[config.mk]
export PLATFORM = sky130hd
export DESIGN_NAME = decimal_to_segment_lcd_writer
export DESIGN_NICKNAME = d
export VERILOG_FILES = /design/src/design/dtsl_pkg.sv /design/src/design/decimal_to_segment_lcd_writer.sv /design/src/design/dtsl_front.sv /design/src/design/dtsl_back.sv
export SDC_FILE = /design/constraint.sdc
export NUM_CORES = 1
export LEC_CHECK = 0
export ABC_AREA = 1
export BUFFER_PORTS_ARGS = -buffer_cell sky130_fd_sc_hd__buf_2
export CAP_MARGIN = 10
export CORE_ASPECT_RATIO = 1.25
export CORE_UTILIZATION = 55
export DETAILED_ROUTE_END_ITERATION = 8
export PLACE_DENSITY_LB_ADDON = 0.15
export REMOVE_ABC_BUFFERS = 1
export SYNTH_ARGS = -nofsm -noshare
export SYNTH_HDL_FRONTEND = slang
export SYNTH_SLANG_ARGS = --single-unit
[constraint.sdc]
create_clock -name clk -period 18 [get_ports clk]
set_clock_uncertainty 0.1 [all_clocks]
set_input_delay 1.8 -clock clk [delete_from_list [all_inputs] [get_ports clk]]
set_output_delay 1.8 -clock clk [all_outputs]
set_load 0.01 [all_outputs]
[src/design/dtsl_pkg.sv]
// ----------------------------------------------------------------------------
// dtsl_pkg
// Shared types, codes and tables for the decimal segment LCD writer.
// ----------------------------------------------------------------------------
package dtsl_pkg;

  localparam int DIGITS_DEF = 6;
  localparam int QDEPTH     = 2;
  localparam int QPTR_W     = (QDEPTH > 1) ? $clog2(QDEPTH) : 1;
  localparam int QCNT_W     = $clog2(QDEPTH + 1);

  // Reciprocal of ten for a 32-bit dividend: q = (v * RECIP10) >> RECIP_SHIFT
  localparam logic [31:0] RECIP10     = 32'hCCCC_CCCD;
  localparam int          RECIP_SHIFT = 35;

  localparam logic [1:0] ACT_NUMBER = 2'd0;
  localparam logic [1:0] ACT_DASH   = 2'd1;
  localparam logic [1:0] ACT_DBAR   = 2'd2;

  localparam logic [3:0] SYM_DASH = 4'd10;
  localparam logic [3:0] SYM_DBAR = 4'd11;

  typedef struct packed {
    logic [1:0]  action;
    logic [31:0] value;
  } cmd_t;

  typedef struct packed {
    logic       clear_all;
    logic [5:0] segment_line;
    logic [3:0] nibble;
    logic       last;
  } res_t;

  typedef enum logic [1:0] {
    KIND_NUMBER,
    KIND_DASH,
    KIND_DBAR
  } kind_t;

  typedef struct packed {
    kind_t       kind;
    logic [31:0] value;
  } entry_t;

  typedef enum logic [1:0] {
    BK_IDLE,
    BK_CLEAR,
    BK_LOW,
    BK_HIGH
  } bk_state_t;

  function automatic logic [7:0] seg_pattern(input logic [3:0] sym);
    logic [7:0] pat;
    unique case (sym)
      4'd0:    pat = 8'hfc;
      4'd1:    pat = 8'h60;
      4'd2:    pat = 8'hdb;
      4'd3:    pat = 8'hf3;
      4'd4:    pat = 8'h67;
      4'd5:    pat = 8'hb7;
      4'd6:    pat = 8'hbf;
      4'd7:    pat = 8'he4;
      4'd8:    pat = 8'hff;
      4'd9:    pat = 8'hf7;
      4'd10:   pat = 8'h03;
      4'd11:   pat = 8'h90;
      default: pat = 8'h00;
    endcase
    return pat;
  endfunction

  function automatic logic [5:0] first_line(input logic [2:0] pos);
    logic [5:0] line;
    unique case (pos)
      3'd0:    line = 6'd14;
      3'd1:    line = 6'd28;
      3'd2:    line = 6'd36;
      3'd3:    line = 6'd6;
      3'd4:    line = 6'd10;
      3'd5:    line = 6'd18;
      default: line = 6'd0;
    endcase
    return line;
  endfunction

endpackage

[src/design/decimal_to_segment_lcd_writer.sv]
// ----------------------------------------------------------------------------
// decimal_to_segment_lcd_writer
// Turns show-number and fill-pattern commands into segment memory writes
// for a six-digit segment LCD.
// ----------------------------------------------------------------------------
//
// Channel   Signals                    Direction  Handshake
// -------   -------------------------  ---------  ------------------------------
// command   start, busy, cmd           in         taken when start && !busy
// write     strobe, result             out        one write per strobe, no stall
//
// Writes: a number command yields one clear write and two writes per shown
// digit (3 to 13 writes); a pattern command yields two writes per digit.
// The back-end sequencer emits one write per cycle while it works through a
// command and passes through its idle state to take the next command from
// the queue; the one-write-per-cycle output sets this pace, and one shared
// divide-by-ten multiplier keeps up.
// Reset clears the queue and returns the sequencer to idle.
// busy rises only when the two-entry command queue is full; the receiver
// of writes cannot stall, so writes flow out at the sequencer's pace.
// The unused action code is taken and dropped without writes.
//
module decimal_to_segment_lcd_writer #(
  parameter int DIGITS = dtsl_pkg::DIGITS_DEF
) (
  input  logic           clk,
  input  logic           rst,
  input  logic           start,
  output logic           busy,
  input  dtsl_pkg::cmd_t cmd,
  output logic           strobe,
  output dtsl_pkg::res_t result
);
  import dtsl_pkg::*;

  logic   q_valid;
  logic   q_pop;
  entry_t q_entry;

  // Front: take and classify commands, hold them until the sequencer is free.
  dtsl_front u_front (
    .clk     (clk),
    .rst     (rst),
    .start   (start),
    .busy    (busy),
    .cmd     (cmd),
    .q_valid (q_valid),
    .q_entry (q_entry),
    .q_pop   (q_pop)
  );

  // Back: turn one queued command into low and high nibble writes, after a clear for numbers.
  dtsl_back #(
    .DIGITS (DIGITS)
  ) u_back (
    .clk     (clk),
    .rst     (rst),
    .q_valid (q_valid),
    .q_entry (q_entry),
    .q_pop   (q_pop),
    .strobe  (strobe),
    .result  (result)
  );

`ifndef SYNTHESIS
  // A clear write carries no line, nibble or end mark.
  a_clear_clean: assert property (@(posedge clk) disable iff (rst)
    strobe && result.clear_all |->
      result.segment_line == 6'd0 && result.nibble == 4'd0 && !result.last)
    else $error("clear write carries stray fields");

  // A clear is always followed by a digit write.
  a_clear_then_digit: assert property (@(posedge clk) disable iff (rst)
    strobe && result.clear_all |=> strobe && !result.clear_all)
    else $error("clear not followed by a digit write");

  // A low-nibble write is followed by the same digit's second line.
  a_pair: assert property (@(posedge clk) disable iff (rst)
    strobe && !result.clear_all && !result.segment_line[0] |=>
      strobe && !result.clear_all &&
      result.segment_line == 6'($past(result.segment_line) + 6'd1))
    else $error("digit writes not paired");
`endif

endmodule

[src/design/dtsl_front.sv]
// ----------------------------------------------------------------------------
// dtsl_front
// Accepts commands, classifies them and holds them in a short queue.
// ----------------------------------------------------------------------------
module dtsl_front (
  input  logic            clk,
  input  logic            rst,
  input  logic            start,
  output logic            busy,
  input  dtsl_pkg::cmd_t   cmd,
  output logic            q_valid,
  output dtsl_pkg::entry_t q_entry,
  input  logic            q_pop
);
  import dtsl_pkg::*;

  entry_t            slots [QDEPTH];
  logic [QPTR_W-1:0] wr_ptr;
  logic [QPTR_W-1:0] rd_ptr;
  logic [QCNT_W-1:0] count;
  logic              known;
  logic              push;
  entry_t            classified;

  // Classify; the unused action code is accepted and dropped.
  always_comb begin
    known           = 1'b1;
    classified.kind  = KIND_NUMBER;
    classified.value = cmd.value;
    unique case (cmd.action)
      ACT_NUMBER: classified.kind = KIND_NUMBER;
      ACT_DASH:   classified.kind = KIND_DASH;
      ACT_DBAR:   classified.kind = KIND_DBAR;
      default:    known = 1'b0;
    endcase
  end

  assign busy    = (count == QCNT_W'(QDEPTH));
  assign push    = start && !busy && known;
  assign q_valid = (count != '0);
  assign q_entry = slots[rd_ptr];

  always_ff @(posedge clk) begin
    if (rst) begin
      wr_ptr <= '0;
      rd_ptr <= '0;
      count  <= '0;
    end else begin
      if (push) begin
        wr_ptr <= (wr_ptr == QPTR_W'(QDEPTH - 1)) ? '0 : wr_ptr + 1'b1;
      end
      if (q_pop) begin
        rd_ptr <= (rd_ptr == QPTR_W'(QDEPTH - 1)) ? '0 : rd_ptr + 1'b1;
      end
      if (push && !q_pop) begin
        count <= count + 1'b1;
      end else if (q_pop && !push) begin
        count <= count - 1'b1;
      end
    end
  end

  always_ff @(posedge clk) begin
    if (push) begin
      slots[wr_ptr] <= classified;
    end
  end

endmodule

[src/design/dtsl_back.sv]
// ----------------------------------------------------------------------------
// dtsl_back
// Sequencer that turns one queued command into segment memory writes.
// ----------------------------------------------------------------------------
module dtsl_back #(
  parameter int DIGITS = dtsl_pkg::DIGITS_DEF
) (
  input  logic            clk,
  input  logic            rst,
  input  logic            q_valid,
  input  dtsl_pkg::entry_t q_entry,
  output logic            q_pop,
  output logic            strobe,
  output dtsl_pkg::res_t   result
);
  import dtsl_pkg::*;

  localparam int POS_W = (DIGITS > 1) ? $clog2(DIGITS) : 1;

  bk_state_t        state;
  bk_state_t        state_next;
  kind_t            kind;
  logic [31:0]      v;
  logic [31:0]      q;
  logic [3:0]       d;
  logic [POS_W-1:0] pos;

  logic [31:0] mul_in;
  logic [63:0] prod;
  logic [31:0] quot;
  logic [3:0]  digit_now;
  logic [3:0]  sym_low;
  logic [7:0]  pat_low;
  logic [7:0]  pat_high;
  logic [5:0]  line;
  logic        is_last;

  // Shared divide-by-ten: the dividend is v on the clear write, q afterwards.
  assign mul_in    = (state == BK_CLEAR) ? v : q;
  assign prod      = 64'(mul_in) * 64'(RECIP10);
  assign quot      = 32'(prod >> RECIP_SHIFT);
  assign digit_now = 4'(v - (q << 3) - (q << 1));

  always_comb begin
    unique case (kind)
      KIND_DASH: sym_low = SYM_DASH;
      KIND_DBAR: sym_low = SYM_DBAR;
      default:   sym_low = digit_now;
    endcase
  end

  assign pat_low  = seg_pattern(sym_low);
  assign pat_high = seg_pattern(d);
  assign line     = first_line(3'(pos));
  // In the high write v already holds what is left after this digit.
  assign is_last  = (pos == POS_W'(DIGITS - 1)) || (kind == KIND_NUMBER && v == '0);
  assign q_pop    = (state == BK_IDLE) && q_valid;

  always_comb begin
    state_next = state;
    unique case (state)
      BK_IDLE: begin
        if (q_valid) begin
          state_next = (q_entry.kind == KIND_NUMBER) ? BK_CLEAR : BK_LOW;
        end
      end
      BK_CLEAR: state_next = BK_LOW;
      BK_LOW:   state_next = BK_HIGH;
      BK_HIGH:  state_next = is_last ? BK_IDLE : BK_LOW;
      default:  state_next = BK_IDLE;
    endcase
  end

  always_comb begin
    strobe = 1'b0;
    result = '0;
    unique case (state)
      BK_IDLE: ;
      BK_CLEAR: begin
        strobe           = 1'b1;
        result.clear_all = 1'b1;
      end
      BK_LOW: begin
        strobe              = 1'b1;
        result.segment_line = line;
        result.nibble       = pat_low[3:0];
      end
      BK_HIGH: begin
        strobe              = 1'b1;
        result.segment_line = line + 6'd1;
        result.nibble       = pat_high[7:4];
        result.last         = is_last;
      end
      default: ;
    endcase
  end

  always_ff @(posedge clk) begin
    if (rst) begin
      state <= BK_IDLE;
      pos   <= '0;
    end else begin
      state <= state_next;
      if (q_pop) begin
        pos <= '0;
      end else if (state == BK_HIGH && !is_last) begin
        pos <= pos + 1'b1;
      end
    end
  end

  always_ff @(posedge clk) begin
    unique case (state)
      BK_IDLE: begin
        if (q_valid) begin
          kind <= q_entry.kind;
          v    <= q_entry.value;
        end
      end
      BK_CLEAR: q <= quot;
      BK_LOW: begin
        d <= sym_low;
        v <= q;
        q <= quot;
      end
      default: ;
    endcase
  end

endmodule
==> flow_summary.ini <==
[cts]
ctsRootBufferMaster = clkbuf_16
cts_inserted_buffers = 17
cts_resized = 0
cts_sinks = 149
cts_tree = done
cts_hold_buf = 0
clock_path_buffers = 2
htreeDepth = 4
cts_setup_buffers = 0
path_clk_slew_ns = 0.06
insertion_delay_ns = 0.45

[die]
chipWidth_um = 193
fp-row-count = 87
die_y_um = 241
die_area_mm2 = 0.0464
io_pins = 51
core_mm2 = 0.0451
start_util_pct = 55.6

[timing]
setup_viol = 0
rsz0062_at_grt = false
slew_headroom_pct = 14.3
fin_crit_sh_pct = 49.5
min_period_ns = 8.91
max_freq_mhz = 112
final.setup.tns_ns = 0
final_max_slew_viol_count = 0
worst_slew_pin_slew_ns = 1.28
hold_violations = 0
setup_ws_ns = 9.09

[routing]
drc = 0
post_drt_wl_per_cell_um = 23.3
avgViaCountPerCell = 5.48
vias = 18900
drt_iter0_markers = 1162
ant_nets = 0
wirelength_mm = 80.1
firstDrtPassIters = 5

[critical_path]
critPathMaxStageDelay_ns = 1.05
critPathMaxFanout = 64
cp-end-kind = flip-flop
startpoint_type = flip-flop
cpMaxStageDelayCell = o21ai_1
critPathKind = flip-flop to flip-flop
critPathRequiredTime_ns = 18.08
path_common_cell = fa_1
critPathArrivalTime_ns = 8.99

[yosys]
synth_ff_type = edfxtp_1
synth_edf_count = 135
synthArstFlopShare_pct = 0
synth_cell_types = 47
synth_cells = 2791
seq_area_frac_synth_pct = 17.3
yosys_warnings = 0
synth_area_mm2 = 0.0251
syn_area_per_cell_um2 = 8.98
synth_seq_cells = 149

[layout]
final_cell_mix = 776 x inv_1, 386 x fa_1, 369 x nand2_1
finish.net_count = 3634
drive_gt1_share_pct = 5.77
area_growth_pct = 6.22
layout_commonest_cell = inv_1
n_fill_cell = 4061

[global_route]
grt_pass1_wl_mm = 119
grt_util_met1_pct = 45.2
grt_pass1_vias = 19900
track_usage_pct = 36.1
antenna_found_initial = 0
grt_max_degree = 65
gr-usage-met2_pct = 60.5
grt_overflow_total = 0
grt.met3_usage_pct = 4.39
grt.busiest_layer = met2

[run_status]
status = finished, final reports clean

[placed_design]
place.gp.congestion = 1.08
dpl.hpwl_mm = 71.3
place_worst_setup_slack_ns = 9.36
portBuffers = 50

[worst_hold_path]
hold_class = flip-flop to flip-flop

[run]
cap_violations = 0
==> final timing paths <==
check / startpoint / to / slack (ns) / cells after the start
max: u_back.state[1]$_SDFFE_PP0P_ / u_back.q[19]$_DFFE_PP_ / 9.09 / 26
min: u_front.rd_ptr$_SDFFE_PP0P_ / u_front.rd_ptr$_SDFFE_PP0P_ / 0.36 / 1
max reg2reg: u_back.state[1]$_SDFFE_PP0P_ / u_back.q[19]$_DFFE_PP_ / 9.09 / 26
min reg2reg: u_front.rd_ptr$_SDFFE_PP0P_ / u_front.rd_ptr$_SDFFE_PP0P_ / 0.36 / 1
==> layer usage <==
layer | vias to the layer above | wire length, µm
met5 | - | 0
met4 | 0 | 4990
met3 | 196 | 4640
met2 | 686 | 38800
met1 | 9249 | 31600
li1 | 8723 | -
==> metrics by stage <==
step	utilization [%]	cells	hold slack [ns]	instance area (µm²)
floorplan	-	2765	0.325	24900
CTS	59.1	3440	0.366	26600
global placement	57.8	3408	0.333	26100
detailed placement	57.8	3408	0.357	26100
finish	59.1	3441	0.364	26600
global route	59.1	3440	0.377	26600
==> Yosys cell counts, drive strengths merged, types with 17 or more instances <==
cell type / n / area share (%)
o21ai: 113 / 2.4
nand2: 382 / 5.9
a22oi: 20 / 0.60
o21bai: 17 / 0.51
nor2: 187 / 2.9
edfxtp: 135 / 16
fa: 386 / 31
nand3: 66 / 1.5
ha: 362 / 18
inv: 783 / 12
xnor2: 20 / 0.70
a21oi: 138 / 2.8
xor2: 45 / 1.6
==> cells by family after synthesis <==
family	after synthesis	synth area share, %
flip-flops	149	17.3
buffers and inverters	809	12.2
AO/OA/AOI/OAI	328	7.43
XOR/XNOR	65	2.27
AND/OR/NAND/NOR	688	11.7
multiplexers	4	0.180
adder cells (fa/ha/maj)	748	48.9
==> flip-flops by register name, summed over array words and instances, names as in the netlist, 2 cells and up, named ones only <==
signal / count
u_front.slots: 68
u_back.v: 32
u_back.q: 29
u_back.d: 4
u_back.pat_high: 4
u_back.pos: 3
u_back.kind: 2
u_back.state: 2
u_front.count: 2
==> layout make-up <==
type                       count  area (µm²)  area share (%)
clock inverter                14         140           0.526
clock buffer                  18         429            1.61
multi-input combinational   1833       17700            66.5
timing repair buffer          65         363            1.36
antenna                        1        2.50         0.00940
sequential                   149        4330            16.3
inverter                     783        2940            11.0
tap                          578         723            2.72
==> worst max-delay path: cells and delay by family, from the launching register on <==
kind / cells / cell delay [ns]
adders and majority gates: 10 / 4.71
AOI/OAI and AO/OA: 5 / 2.09
buffers and inverters: 6 / 0.85
and+or+nand+nor: 5 / 0.49
DFF: 1 / 0.36
Power is not shown: default switching activity piles up to over one toggle a cycle in this logic, so the estimate is an artifact.
